===== config.mk =====
export PLATFORM = sky130hd
export DESIGN_NAME = positional_array_list_engine
export DESIGN_NICKNAME = d
export VERILOG_FILES = /design/src/design/pale_pkg.sv /design/src/design/pale_dpath.sv /design/src/design/pale_ctrl.sv /design/src/design/positional_array_list_engine.sv
export SDC_FILE = /design/constraint.sdc
export NUM_CORES = 1
export LEC_CHECK = 0
export BUFFER_PORTS_ARGS = -buffer_cell sky130_fd_sc_hd__buf_2
export CORE_ASPECT_RATIO = 0.7
export CORE_MARGIN = 2
export CORE_UTILIZATION = 50
export CTS_CLUSTER_SIZE = 12
export DETAILED_ROUTE_END_ITERATION = 6
export PLACE_DENSITY = 0.66
export SLEW_MARGIN = 30
export SYNTH_ARGS = -nofsm -noshare
export SYNTH_HDL_FRONTEND = slang
export SYNTH_SLANG_ARGS = --single-unit

===== constraint.sdc =====
create_clock -name clk -period 4.95 [get_ports clk]
set_input_delay 0.2475 -clock clk [delete_from_list [all_inputs] [get_ports clk]]
set_output_delay 0.2475 -clock clk [all_outputs]
set_load 0.05 [all_outputs]

===== src/design/pale_pkg.sv =====
// ---------------------------------------------------------------------------
// pale_pkg
// Shared types and codes for the positional array list engine: command and
// status codes, controller states and the controller/datapath interfaces.
// ---------------------------------------------------------------------------
package pale_pkg;

    // list command codes, as carried in the input tuser
    typedef enum logic [2:0] {
        CMD_CLEAR  = 3'd0,
        CMD_INSERT = 3'd1,
        CMD_DELETE = 3'd2,
        CMD_SEARCH = 3'd3,
        CMD_READ   = 3'd4
    } command_t;

    // result status codes
    typedef enum logic [1:0] {
        ST_OK       = 2'd0,
        ST_FULL     = 2'd1,
        ST_BADPOS   = 2'd2,
        ST_NOTFOUND = 2'd3
    } status_t;

    // controller states
    typedef enum logic [3:0] {
        S_IDLE,
        S_DECIDE,
        S_SHIFT,
        S_DRAIN,
        S_INS_WRITE,
        S_SCAN,
        S_RD_ISSUE,
        S_RD_TAKE,
        S_FINISH
    } state_t;

    // commands from controller to datapath
    typedef struct packed {
        logic    capture;
        logic    clear_count;
        logic    inc_count;
        logic    dec_count;
        logic    ptr_load;
        logic    shift_rd;
        logic    scan_rd;
        logic    write_op;
        logic    status_load;
        status_t status_val;
        logic    found_load;
        logic    rval_load;
        logic    out_load;
    } ctl_t;

    // status from datapath to controller
    typedef struct packed {
        logic [2:0] command;
        logic       full;
        logic       ins_ok;
        logic       del_ok;
        logic       rd_ok;
        logic       ins_tail;
        logic       del_tail;
        logic       count_zero;
        logic       shift_last;
        logic       match;
        logic       scan_miss;
    } dp_stat_t;

endpackage


===== src/design/pale_dpath.sv =====
// ---------------------------------------------------------------------------
// pale_dpath
// Datapath of the list engine: element memory, count, pointers, compare
// logic, working result and the output register.
// ---------------------------------------------------------------------------
module pale_dpath #(
    parameter int CAPACITY   = 32,
    parameter int DATA_WIDTH = 32
) (
    input  logic                clk,
    input  logic                rst_n,
    input  pale_pkg::ctl_t      ctl,
    input  logic [2:0]          in_command,
    input  logic [5:0]          in_position,
    input  logic signed [31:0]  in_operand,
    output pale_pkg::dp_stat_t  st,
    output logic [1:0]          status,
    output logic [4:0]          found_index,
    output logic signed [31:0]  read_value,
    output logic [5:0]          element_count
);

    localparam int AW = $clog2(CAPACITY);
    localparam int CW = $clog2(CAPACITY + 1);
    localparam int PW = ((CW > 6) ? CW : 6) + 1;

    // captured command
    logic [2:0]            command_reg;
    logic [5:0]            position_reg;
    logic [DATA_WIDTH-1:0] operand_reg;

    // list state and sweep control
    logic [CW-1:0]         count_reg, count_next;
    logic [CW-1:0]         ptr_reg, ptr_next;
    logic                  pend_valid_reg, pend_valid_next;
    logic [AW-1:0]         pend_addr_reg, pend_addr_next;
    logic                  cmp_valid_reg, cmp_valid_next;
    logic [CW-1:0]         cmp_addr_reg, cmp_addr_next;

    // element memory with registered read
    logic [DATA_WIDTH-1:0] mem [CAPACITY];
    logic [DATA_WIDTH-1:0] rdata_reg;
    logic                  mem_we;
    logic [AW-1:0]         mem_waddr;
    logic [DATA_WIDTH-1:0] mem_wdata;

    // working result and output register
    pale_pkg::status_t     res_status_reg;
    logic [4:0]            res_found_reg;
    logic [31:0]           res_rval_reg;
    pale_pkg::status_t     out_status_reg;
    logic [4:0]            out_found_reg;
    logic [31:0]           out_rval_reg;
    logic [5:0]            out_count_reg;

    logic [PW-1:0]         pos_w, cnt_w, ptr_w;
    logic                  is_insert;
    logic                  scan_issue;
    logic                  match;
    logic signed [DATA_WIDTH-1:0] rdata_s;

    assign pos_w     = PW'(position_reg);
    assign cnt_w     = PW'(count_reg);
    assign ptr_w     = PW'(ptr_reg);
    assign is_insert = (command_reg == pale_pkg::CMD_INSERT);
    assign scan_issue = ctl.scan_rd && (ptr_reg < count_reg);
    assign match     = cmp_valid_reg && (rdata_reg == operand_reg);
    assign rdata_s   = rdata_reg;

    // status towards the controller
    always_comb
    begin
        st.command    = command_reg;
        st.full       = (count_reg == CW'(CAPACITY));
        st.ins_ok     = (pos_w != '0) && (pos_w <= cnt_w + PW'(1));
        st.del_ok     = (pos_w != '0) && (pos_w <= cnt_w);
        st.rd_ok      = (pos_w < cnt_w);
        st.ins_tail   = (pos_w == cnt_w + PW'(1));
        st.del_tail   = (pos_w == cnt_w);
        st.count_zero = (count_reg == '0);
        st.shift_last = is_insert ? (ptr_w + PW'(1) == pos_w)
                                  : (ptr_w + PW'(1) == cnt_w);
        st.match      = match;
        st.scan_miss  = cmp_valid_reg && !match && (cmp_addr_reg + CW'(1) == count_reg);
    end

    // next values of count, pointer and in-flight markers
    always_comb
    begin
        count_next      = count_reg;
        ptr_next        = ptr_reg;
        pend_valid_next = 1'b0;
        pend_addr_next  = pend_addr_reg;
        cmp_valid_next  = 1'b0;
        cmp_addr_next   = cmp_addr_reg;

        if (ctl.clear_count)
            count_next = '0;
        else if (ctl.inc_count)
            count_next = count_reg + CW'(1);
        else if (ctl.dec_count)
            count_next = count_reg - CW'(1);

        if (ctl.ptr_load)
        begin
            case (pale_pkg::command_t'(command_reg))
                pale_pkg::CMD_INSERT: ptr_next = count_reg - CW'(1);
                pale_pkg::CMD_DELETE: ptr_next = CW'(pos_w);
                pale_pkg::CMD_READ:   ptr_next = CW'(pos_w);
                default:              ptr_next = '0;
            endcase
        end
        else if (ctl.shift_rd)
        begin
            pend_valid_next = 1'b1;
            if (is_insert)
            begin
                pend_addr_next = AW'(ptr_reg + CW'(1));
                ptr_next       = ptr_reg - CW'(1);
            end
            else
            begin
                pend_addr_next = AW'(ptr_reg - CW'(1));
                ptr_next       = ptr_reg + CW'(1);
            end
        end
        else if (scan_issue)
        begin
            cmp_valid_next = 1'b1;
            cmp_addr_next  = ptr_reg;
            ptr_next       = ptr_reg + CW'(1);
        end
    end

    // memory write port: shifted element or inserted value
    always_comb
    begin
        mem_we    = ctl.write_op || pend_valid_reg;
        mem_waddr = ctl.write_op ? AW'(pos_w - PW'(1)) : pend_addr_reg;
        mem_wdata = ctl.write_op ? operand_reg : rdata_reg;
    end

    // element memory
    always_ff @(posedge clk)
    begin
        if (mem_we)
            mem[mem_waddr] <= mem_wdata;
        rdata_reg <= mem[ptr_reg[AW-1:0]];
    end

    // control registers
    always_ff @(posedge clk or negedge rst_n)
    begin
        if (!rst_n)
        begin
            count_reg      <= '0;
            pend_valid_reg <= 1'b0;
            cmp_valid_reg  <= 1'b0;
        end
        else
        begin
            count_reg      <= count_next;
            pend_valid_reg <= pend_valid_next;
            cmp_valid_reg  <= cmp_valid_next;
        end
    end

    // payload registers
    always_ff @(posedge clk)
    begin
        ptr_reg       <= ptr_next;
        pend_addr_reg <= pend_addr_next;
        cmp_addr_reg  <= cmp_addr_next;

        if (ctl.capture)
        begin
            command_reg    <= in_command;
            position_reg   <= in_position;
            operand_reg    <= DATA_WIDTH'(in_operand);
            res_status_reg <= pale_pkg::ST_OK;
            res_found_reg  <= '0;
            res_rval_reg   <= '0;
        end
        else
        begin
            if (ctl.status_load)
                res_status_reg <= ctl.status_val;
            if (ctl.found_load)
                res_found_reg <= 5'(cmp_addr_reg);
            if (ctl.rval_load)
                res_rval_reg <= 32'(rdata_s);
        end

        if (ctl.out_load)
        begin
            out_status_reg <= res_status_reg;
            out_found_reg  <= res_found_reg;
            out_rval_reg   <= res_rval_reg;
            out_count_reg  <= 6'(count_reg);
        end
    end

    assign status        = out_status_reg;
    assign found_index   = out_found_reg;
    assign read_value    = out_rval_reg;
    assign element_count = out_count_reg;

endmodule


===== src/design/pale_ctrl.sv =====
// ---------------------------------------------------------------------------
// pale_ctrl
// Controller of the list engine: sequences each command over the datapath
// and owns the input ready and the output valid.
// ---------------------------------------------------------------------------
module pale_ctrl (
    input  logic               clk,
    input  logic               rst_n,
    input  logic               s_tvalid,
    output logic               s_tready,
    output logic               m_tvalid,
    input  logic               m_tready,
    input  pale_pkg::dp_stat_t st,
    output pale_pkg::ctl_t     ctl
);

    pale_pkg::state_t state_reg, state_next;
    logic             m_tvalid_reg, m_tvalid_next;
    logic             out_free;

    assign out_free = !m_tvalid_reg || m_tready;
    assign s_tready = (state_reg == pale_pkg::S_IDLE);
    assign m_tvalid = m_tvalid_reg;

    // next state
    always_comb
    begin
        state_next = state_reg;
        case (state_reg)
            pale_pkg::S_IDLE:
                if (s_tvalid)
                    state_next = pale_pkg::S_DECIDE;
            pale_pkg::S_DECIDE:
            begin
                case (pale_pkg::command_t'(st.command))
                    pale_pkg::CMD_INSERT:
                        if (st.full || !st.ins_ok)
                            state_next = pale_pkg::S_FINISH;
                        else if (st.ins_tail)
                            state_next = pale_pkg::S_INS_WRITE;
                        else
                            state_next = pale_pkg::S_SHIFT;
                    pale_pkg::CMD_DELETE:
                        if (!st.del_ok || st.del_tail)
                            state_next = pale_pkg::S_FINISH;
                        else
                            state_next = pale_pkg::S_SHIFT;
                    pale_pkg::CMD_SEARCH:
                        state_next = st.count_zero ? pale_pkg::S_FINISH : pale_pkg::S_SCAN;
                    pale_pkg::CMD_READ:
                        state_next = st.rd_ok ? pale_pkg::S_RD_ISSUE : pale_pkg::S_FINISH;
                    default:
                        state_next = pale_pkg::S_FINISH;
                endcase
            end
            pale_pkg::S_SHIFT:
                if (st.shift_last)
                    state_next = pale_pkg::S_DRAIN;
            pale_pkg::S_DRAIN:
                if (st.command == pale_pkg::CMD_INSERT)
                    state_next = pale_pkg::S_INS_WRITE;
                else
                    state_next = pale_pkg::S_FINISH;
            pale_pkg::S_INS_WRITE:
                state_next = pale_pkg::S_FINISH;
            pale_pkg::S_SCAN:
                if (st.match || st.scan_miss)
                    state_next = pale_pkg::S_FINISH;
            pale_pkg::S_RD_ISSUE:
                state_next = pale_pkg::S_RD_TAKE;
            pale_pkg::S_RD_TAKE:
                state_next = pale_pkg::S_FINISH;
            pale_pkg::S_FINISH:
                if (out_free)
                    state_next = pale_pkg::S_IDLE;
            default:
                state_next = pale_pkg::S_IDLE;
        endcase
    end

    // datapath commands
    always_comb
    begin
        ctl = '0;
        ctl.status_val = pale_pkg::ST_OK;
        case (state_reg)
            pale_pkg::S_IDLE:
                ctl.capture = s_tvalid;
            pale_pkg::S_DECIDE:
            begin
                case (pale_pkg::command_t'(st.command))
                    pale_pkg::CMD_CLEAR:
                        ctl.clear_count = 1'b1;
                    pale_pkg::CMD_INSERT:
                        if (st.full)
                        begin
                            ctl.status_load = 1'b1;
                            ctl.status_val  = pale_pkg::ST_FULL;
                        end
                        else if (!st.ins_ok)
                        begin
                            ctl.status_load = 1'b1;
                            ctl.status_val  = pale_pkg::ST_BADPOS;
                        end
                        else if (!st.ins_tail)
                            ctl.ptr_load = 1'b1;
                    pale_pkg::CMD_DELETE:
                        if (!st.del_ok)
                        begin
                            ctl.status_load = 1'b1;
                            ctl.status_val  = pale_pkg::ST_BADPOS;
                        end
                        else if (st.del_tail)
                            ctl.dec_count = 1'b1;
                        else
                            ctl.ptr_load = 1'b1;
                    pale_pkg::CMD_SEARCH:
                        if (st.count_zero)
                        begin
                            ctl.status_load = 1'b1;
                            ctl.status_val  = pale_pkg::ST_NOTFOUND;
                        end
                        else
                            ctl.ptr_load = 1'b1;
                    pale_pkg::CMD_READ:
                        if (!st.rd_ok)
                        begin
                            ctl.status_load = 1'b1;
                            ctl.status_val  = pale_pkg::ST_BADPOS;
                        end
                        else
                            ctl.ptr_load = 1'b1;
                    default:
                        ctl.status_load = 1'b0;
                endcase
            end
            pale_pkg::S_SHIFT:
                ctl.shift_rd = 1'b1;
            pale_pkg::S_DRAIN:
                ctl.dec_count = (st.command == pale_pkg::CMD_DELETE);
            pale_pkg::S_INS_WRITE:
            begin
                ctl.write_op  = 1'b1;
                ctl.inc_count = 1'b1;
            end
            pale_pkg::S_SCAN:
            begin
                ctl.scan_rd = 1'b1;
                if (st.match)
                    ctl.found_load = 1'b1;
                else if (st.scan_miss)
                begin
                    ctl.status_load = 1'b1;
                    ctl.status_val  = pale_pkg::ST_NOTFOUND;
                end
            end
            pale_pkg::S_RD_TAKE:
                ctl.rval_load = 1'b1;
            pale_pkg::S_FINISH:
                ctl.out_load = out_free;
            default:
                ctl.capture = 1'b0;
        endcase
    end

    // output valid: set on load, dropped once the transfer completes
    always_comb
    begin
        m_tvalid_next = m_tvalid_reg;
        if (ctl.out_load)
            m_tvalid_next = 1'b1;
        else if (m_tready)
            m_tvalid_next = 1'b0;
    end

    always_ff @(posedge clk or negedge rst_n)
    begin
        if (!rst_n)
        begin
            state_reg    <= pale_pkg::S_IDLE;
            m_tvalid_reg <= 1'b0;
        end
        else
        begin
            state_reg    <= state_next;
            m_tvalid_reg <= m_tvalid_next;
        end
    end

endmodule


===== src/design/positional_array_list_engine.sv =====
// ---------------------------------------------------------------------------
// positional_array_list_engine
// Ordered list of signed words with clear, insert, delete, search and read by
// position; one result transfer for every command transfer.
// ---------------------------------------------------------------------------
// Usage
//   Commands enter on the s_ stream: tuser carries the command code, tdata
//   the position and the operand. Each command yields one result on the m_
//   stream: tuser the status, tdata the found index, read value and count.
//   Commands are worked one at a time; the element memory has one read and
//   one write port and moves one element per cycle. Clear, failed, ignored
//   and tail-delete commands end in the decide state; a tail insert adds one
//   write, a read issues and takes one memory read, a search scans up to
//   count elements, and insert and delete shift the elements behind the
//   position, count being the elements held. The result can transfer from
//   the edge after its load, and the next command is accepted from that edge.
//   A new command is taken while the previous result still waits in the
//   output register; if the receiver stalls, the engine finishes the new
//   command and holds it until the output register drains.
//   Reset empties the list and drops any pending result; the memory itself
//   is not cleared, only entries below the count are ever read.
// ---------------------------------------------------------------------------
module positional_array_list_engine #(
    parameter int CAPACITY   = 32,
    parameter int DATA_WIDTH = 32
) (
    input  logic        clk,
    input  logic        rst_n,
    // command stream
    input  logic        s_tvalid,
    output logic        s_tready,
    input  logic [39:0] s_tdata,   // position[5:0], operand_value[37:6], zero pad
    input  logic [2:0]  s_tuser,   // command[2:0]
    // result stream
    output logic        m_tvalid,
    input  logic        m_tready,
    output logic [47:0] m_tdata,   // found_index[4:0], read_value[36:5],
                                   // element_count[42:37], zero pad
    output logic [1:0]  m_tuser    // status[1:0]
);

    pale_pkg::ctl_t     ctl;
    pale_pkg::dp_stat_t st;
    logic [1:0]         status;
    logic [4:0]         found_index;
    logic signed [31:0] read_value;
    logic [5:0]         element_count;

    // controller
    pale_ctrl u_ctrl (
        .clk      (clk),
        .rst_n    (rst_n),
        .s_tvalid (s_tvalid),
        .s_tready (s_tready),
        .m_tvalid (m_tvalid),
        .m_tready (m_tready),
        .st       (st),
        .ctl      (ctl)
    );

    // datapath
    pale_dpath #(
        .CAPACITY   (CAPACITY),
        .DATA_WIDTH (DATA_WIDTH)
    ) u_dpath (
        .clk           (clk),
        .rst_n         (rst_n),
        .ctl           (ctl),
        .in_command    (s_tuser),
        .in_position   (s_tdata[5:0]),
        .in_operand    (s_tdata[37:6]),
        .st            (st),
        .status        (status),
        .found_index   (found_index),
        .read_value    (read_value),
        .element_count (element_count)
    );

    // result packing
    assign m_tdata = {5'd0, element_count, read_value, found_index};
    assign m_tuser = status;

endmodule

==> results by group, run 1 <==
Run status
  • Status: finished clean

STA
  • Slew Limit Fails: 0
  • Final worst-path cycle share: 0.7992
  • Setup repair after global routing missed its margin: false
  • Tmin final: 3.956 ns
  • Setup TNS: 0 ns
  • Worst slew pin tran: 0.9496 ns
  • Worst slew margin: 0.3654
  • Final Skew: 0.04389 ns
  • F_max: 252.8 MHz
  • Worst setup margin: 0.9939 ns
  • Final setup violating endpoints: 0
  • Final Hold Vio Count: 0

Floorplan
  • Core area: 0.09374 mm2
  • Width of the die: 371.3 um
  • Die area: 0.09696 mm2
  • Initial Utilization: 0.5038
  • Die H: 261.1 um
  • Ports: 99
  • Row count: 94

Placement
  • Routability cong.: 0.8870
  • Pre-CTS setup slack: 1.017 ns
  • IO buf count: 91
  • Cell Count Post-Placement: 3583
  • DP HPWL: 61.06 mm

Drt
  • Via Count: 23.47k
  • Wire per inst: 28.64 um
  • DRT antenna net count: 0
  • Vias/cell: 6.107
  • DRC: 0
  • Initial detailed-routing violation count: 3263
  • Total Wirelength: 110.1 mm
  • Drt first pass iters: 6

Clocking
  • Clk Latency, worst-skew pair: 0.72 ns
  • Post-CTS setup buffers: 0
  • Sinks on the clock net: 1211
  • CTS H-tree depth: 3
  • Clk slew on worst S/H paths: 0.06 ns
  • Max clock buf depth: 3
  • CTS tree: built
  • CTS Buf Count: 114
  • # resized after CTS: 0
  • Root Buffer: clkbuf_16

Critical path
  • Worst path slowest cell: and2_2
  • WS Path Type: reg -> reg
  • Max incr delay on CP: 0.76 ns
  • Cells along the critical path: nor2b_1 -> and2_2 -> a21oi_1 -> nor2_1 -> nand2_1 -> nor2_4 -> buf_4
  • Crit path DAT: 4.33 ns
  • CP top delay family: simple AND/OR/NAND/NOR gates
  • Req. time, crit path: 5.33 ns
  • Crit path capture type: register
  • Startpoint Class: register
  • Buf+Inv Stages, Crit Path: 1
  • Crit-path max FO: 35

Synthesis
  • Post-Synthesis Mean Instance Area: 20.52 um2
  • Cells after synthesis: 2301
  • Flops & latches, synth: 1211
  • Synth top cells by count: edfxtp_1 (1127), mux4_2 (320), nand2_1 (197), dfxtp_1 (71), nor2_1 (71)
  • Post-synth top area share: 0.7167
  • EDFF count, synth: 1127
  • Synth area leader: edfxtp_1
  • Synth top area cells: edfxtp_1 (72%), mux4_2 (15%), dfxtp_1 (3.0%)
  • Most frequent cell after synthesis: edfxtp_1
  • Count of unique library cells instantiated by Yosys: 62
  • Cell Area, Synth: 0.04722 mm2
  • Ys async rst share: 0.01073
  • Sequential fraction of the synthesis area: 0.7536
  • Top_reg_cell synth: edfxtp_1
  • Yosys warnings: 0

Global routing
  • Total GRT Usage: 0.2279
  • Antenna violations before repair: 0
  • First-pass GRT wire length: 158.6 mm
  • Pin count of the biggest net entering global routing: 152
  • Vias in the first global route: 23.24k
  • GR Overflow Total: 0

Layout
  • Post-route insts no fill: 3843
  • FILL cells: 6777
  • Antenna fix cells: 0
  • Final Util: 0.5708
  • Number of flip-flops under the largest register name: 1024
  • Synthesis-to-finish area growth: 13.31%
  • Fraction of layout cells with a size suffix above 1: 0.2740
  • Top reg by flops: u_dpath.mem
  • Layout Nets: 2568

Hold path
  • Hold Crit Class: in -> reg

Power
  • Final Power: 26.40 mW
  • Leakage: 17.08 nW
  • Power density cells: 493.4 mW/mm2
  • Peak VDD IR: 361.6 uV

Flow run
  • Max-cap viol count: 0
## metrics by stage
stage | instance area [um2] | hold slack [ns]
final | 53510 | 0.09129
after CTS | 53380 | 0.03755
after global placement | 49480 | 0.1873
after global routing | 53510 | 0.07883
after detailed placement | 49500 | 0.1876
after floorplan | 47240 | -0.04809
## final timing paths
| path | depth (start not counted) | slack, ns | endpoint | start |
|---|---|---|---|---|
| max | 7 | 0.99 | u_dpath.mem[3][2] | u_ctrl.state_reg[2] |
| max reg2reg | 7 | 0.99 | u_dpath.mem[3][2] | u_ctrl.state_reg[2] |
| min in group asynchronous | 3 | 0.69 | u_ctrl.state_reg[3] | rst_n |
| min | 2 | 0.09 | u_dpath.operand_reg[27] | s_tvalid |
| min reg2reg | 0 | 0.42 | u_dpath.read_value[4] | u_dpath.res_rval_reg[4] |
| max in group asynchronous | 3 | 3.75 | u_dpath.count_reg[2] | rst_n |
## power breakdown
part / switching, mW / leakage [nW] / total (mW) / internal [mW]
combinational: 3.30 / 4.52 / 4.93 / 1.63
clock: 3.63 / 1.64 / 8.15 / 4.51
sequential: 0.429 / 10.9 / 13.3 / 12.9
total: 7.36 / 17.1 / 26.4 / 19.0
## logic make-up (layout without fill, tap and decap cells)
family          Yosys count  after routing  share of synthesized area
mux                     365            365                     0.1630
xor+xnor                 66             66                    0.01224
fa+ha+maj                24             24                   0.006359
simple gates            360            360                    0.03323
compound gates          137            137                    0.01794
buf+inv                 137            427                    0.01351
other cells               1              5                 0.00007941
flops                  1211           1211                     0.7536
## layout by cell type, fill, tap and decap left out, types with 15 or more instances in the layout
cell type	instances
edfxtp_1	1127
ha_1	24
nand3_1	22
nor2_4	32
mux4_2	320
xnor2_1	25
buf_4	51
nor3_1	15
nand2_2	29
a21oi_1	60
mux2_2	32
inv_1	18
buf_2	91
clkbuf_16	116
nand2_1	168
dlygate4sd3_1	44
o21ai_0	21
nor2_1	38
clkbuf_1	81
dfxtp_1	71
xor2_1	41
## layout make-up
| type | count | area (um2) | area share |
|---|---|---|---|
| sequential | 1211 | 35590 | 0.6651 |
| timing repair buffer | 195 | 1474 | 0.02755 |
| multi-input combinational | 957 | 11380 | 0.2127 |
| clock inverter | 12 | 157.7 | 0.002946 |
| clock buffer | 202 | 3276 | 0.06122 |
| inverter | 18 | 67.56 | 0.001263 |
| tap | 1248 | 1562 | 0.02918 |
## metal layers
layer / wire (um) / vias to the layer above / part of all wire / GRT usage
met3: 10500 / 165 / 0.095 / 0.04603
li1: - / 9751 / - / -
met2: 49560 / 1213 / 0.45 / 0.3339
met5: 0 / - / 0 / 0
met1: 47650 / 12341 / 0.43 / 0.3556
met4: 2358 / 0 / 0.021 / 0.05398
## what timing repair did
action                     CTS  global route
hold buffers                44             0
setup endpoints to repair    0             0
hold endpoints to repair    55             0
Power figures use the tool's default switching activity.
==> run 2, diff against run 1 <==
==> constraint.sdc (replaced) <==
create_clock -name clk -period 3.8 [get_ports clk]
set_input_delay 0.19 -clock clk [delete_from_list [all_inputs] [get_ports clk]]
set_output_delay 0.19 -clock clk [all_outputs]
set_load 0.05 [all_outputs]
==> results by group, run 2 (synthesis results as in run 1) <==
Critical path
  • Crit path launch: u_dpath.count_reg[0] (was u_ctrl.state_reg[2])
  • Max incr delay on CP: 0.50 ns (was 0.76 ns)
  • Reg-to-reg startpoint: u_dpath.count_reg[0] (was u_ctrl.state_reg[2])
  • Startpoint Class: register (unchanged)
  • Crit path capture type: register (unchanged)
  • Worst path slowest cell: dfrtp_1 (was and2_2)
  • Cells along the critical path: ha_1 -> and3_1 -> xnor2_1 -> ha_1 -> nand3_1 -> or2_2 -> a31oi_1 -> nor3_1 -> o31ai_4 -> nand2_1 -> or2_1 (was nor2b_1 -> and2_2 -> a21oi_1 -> nor2_1 -> nand2_1 -> nor2_4 -> buf_4)
  • Crit path top cell by count: ha_1
  • Worst Reg-to-Reg Cells: 11 (was 7)
  • Crit path DAT: 3.89 ns (was 4.33 ns)
  • Crit-path max FO: 9 (was 35)
  • Req. time, crit path: 4.22 ns (was 5.33 ns)
  • WS Path Type: reg -> reg (unchanged)

STA
  • Final setup violating endpoints: 0 (unchanged)
  • Tmin final: 3.465 ns (was 3.956 ns)
  • Worst slew margin: 0.3247 (was 0.3654)
  • Setup TNS: 0 ns (unchanged)
  • Worst slew pin tran: 1.011 ns (was 0.9496 ns)
  • Final Hold Vio Count: 0 (unchanged)
  • F_max: 288.6 MHz (was 252.8 MHz)
  • Final worst-path cycle share: 0.9119 (was 0.7992)
  • Slew Limit Fails: 0 (unchanged)
  • Setup repair after global routing missed its margin: false (unchanged)
  • Final Skew: 0.03715 ns (was 0.04389 ns)

Power
  • Peak VDD IR: 523.9 uV (was 361.6 uV)
  • Power Internal: 24.83 mW (was 19.04 mW)
  • Power density cells: 637.6 mW/mm2 (was 493.4 mW/mm2)
  • Combinational group share of total power: 0.196 (was 0.187)
  • Switching pwr: 9.671 mW (was 7.361 mW)
  • Leakage: 17.43 nW (was 17.08 nW)
  • Clock share of power: 0.303 (was 0.309)
  • Flop pwr share: 0.501 (was 0.505)
  • Switching Fraction: 0.2803 (was 0.2788)

Drt
  • Wire per inst: 28.51 um (was 28.64 um)
  • Initial detailed-routing violation count: 3088 (was 3263)
  • Via Count: 23.67k (was 23.47k)
  • DRC: 1 (was 0)
  • Total Wirelength: 111.2 mm (was 110.1 mm)
  • Drt first pass iters: 7 (was 6)
  • Vias/cell: 6.068 (was 6.107)
  • DRT antenna net count: 0 (unchanged)

Clocking
  • Clk slew on worst S/H paths: 0.06 ns (about the same)
  • Clk Latency, worst-skew pair: 0.73 ns (was 0.72 ns)
  • # resized after CTS: 0 (unchanged)
  • CTS Buf Count: 113 (was 114)
  • Max clock buf depth: 3 (unchanged)
  • CTS tree: built (unchanged)
  • Root Buffer: clkbuf_16 (unchanged)
  • CTS H-tree depth: 3 (unchanged)
  • Sinks on the clock net: 1211 (unchanged)

Placement
  • Routability cong.: 0.8864 (was 0.8870)
  • DP HPWL: 63.70 mm (was 61.06 mm)
  • Cell Count Post-Placement: 3647 (was 3583)
  • IO buf count: 91 (unchanged)

Layout
  • Number of flip-flops under the largest register name: 1024 (unchanged)
  • Most common cell after layout, fill and taps aside: edfxtp_1 (unchanged)
  • Highest-count cells in the layout ignoring fill and taps: edfxtp_1 (1127), mux4_2 (320), nand2_1 (196) (was edfxtp_1 (1127), mux4_2 (320), nand2_1 (168))
  • Fraction of layout cells with a size suffix above 1: 0.2793 (was 0.2740)
  • Layout Nets: 2632 (was 2568)
  • Antenna fix cells: 0 (unchanged)
  • Top reg by flops: u_dpath.mem (unchanged)
  • Post-route insts no fill: 3901 (was 3843)
  • Synthesis-to-finish area growth: 14.58% (was 13.31%)

Floorplan
  • Die H: 261.1 um (unchanged)
  • Core area: 0.09374 mm2 (unchanged)
  • Die area: 0.09696 mm2 (unchanged)
  • Row count: 94 (unchanged)
  • Width of the die: 371.3 um (unchanged)
  • Initial Utilization: 0.5038 (unchanged)
  • Ports: 99 (unchanged)

Global routing
  • Pin count of the biggest net entering global routing: 150 (was 152)
  • GRT met3 Usage: 0.04684 (was 0.04603)
  • Antenna violations before repair: 2 (was 0)
  • Total GRT Usage: 0.2326 (was 0.2279)
  • GR Overflow Total: 0 (unchanged)
  • Layer with the highest usage: met1 (unchanged)
  • Vias in the first global route: 23.65k (was 23.24k)
  • First-pass GRT wire length: 160.7 mm (was 158.6 mm)
  • Met1 Resource Use GR: 0.3516 (was 0.3556)
  • M2 GR Usage: 0.3480 (was 0.3339)

Run status
  • Failing checks: design-rule violations
  • Status: finished with violations (was finished clean)

Hold path
  • Hold path start: s_tdata[8] (was s_tvalid)
  • Hold Crit Class: in -> reg (unchanged)
  • Hold Crit Depth: 2 (unchanged)

Flow run
  • Max-cap viol count: 0 (unchanged)
==> run 2: per-layer routing <==
| layer | vias to the layer above | routed length [um] |
|---|---|---|
| met3 | 178 | 9935 |
| met1 | 12486 | 47300 |
| met5 | - | 0 |
| met4 | 0 | 2870 |
| met2 | 1114 | 51120 |
| li1 | 9893 | - |
==> run 2: cell type report <==
cell class | count | area, um2
Fill cell | 6684 | 39630
Sequential cell | 1211 | 35590
Multi-Input combinational cell | 957 | 11310
Clock buffer | 193 | 3168
Timing Repair Buffer | 260 | 2227
Tap cell | 1248 | 1562
Clock inverter | 14 | 178.9
Inverter | 18 | 67.56
==> run 2: final timing paths <==
kind	slack, ns	to
worst min register to register	0.42	u_dpath.read_value[23]
max in group asynchronous	2.62	u_dpath.count_reg[0]
worst max-delay path	0.33	u_dpath.ptr_reg[4]
worst max register to register	0.33	u_dpath.ptr_reg[4]
min in group asynchronous	0.68	u_ctrl.state_reg[0]
worst min-delay path	0.18	u_dpath.operand_reg[2]
==> run 2: timing repair <==
item                                    4_1_cts  5_1_grt
hold buffers                                 45        0
setup buffers                                 0        0
endpoints found under the setup margin        0        0
endpoints found under the hold margin        56        0
==> run 2: power groups by stage <==
stage          Sequential, mW  Combinational (mW)  Clock (mW)
3_5_place_dp             17.6                6.65           0
4_1_cts                  17.3                6.71        10.6
5_1_grt                  17.3                7.30        11.1
2_1_floorplan            17.6                4.12           0
3_3_place_gp             17.6                6.45           0
6_report                 17.3                6.75        10.5
==> run 2: through the flow <==
| step | area (um2) | worst slack (ns) | hold slack [ns] | utilization | total power [mW] |
|---|---|---|---|---|---|
| 2_1_floorplan | 47240 | 0.09240 | -0.1056 | - | 21.68 |
| 3_3_place_gp | 50230 | 0.4087 | 0.1331 | 0.5359 | 24.00 |
| 3_5_place_dp | 50240 | 0.3933 | 0.1337 | 0.5360 | 24.22 |
| 4_1_cts | 54040 | 0.3715 | 0.1280 | 0.5765 | 34.64 |
| 5_1_grt | 54110 | 0.02878 | 0.1599 | 0.5772 | 35.74 |
| 6_report | 54110 | 0.3347 | 0.1816 | 0.5772 | 34.50 |
==> run 2: worst max-delay path, delay by kind of cell (launching register included) <==
family	cells	cell delay, ns
xor gates and xnor gates	1	0.14
adders and majority gates	2	0.59
AOI/OAI and AO/OA	2	0.63
and+or+nand+nor	6	1.32
DFF	1	0.50
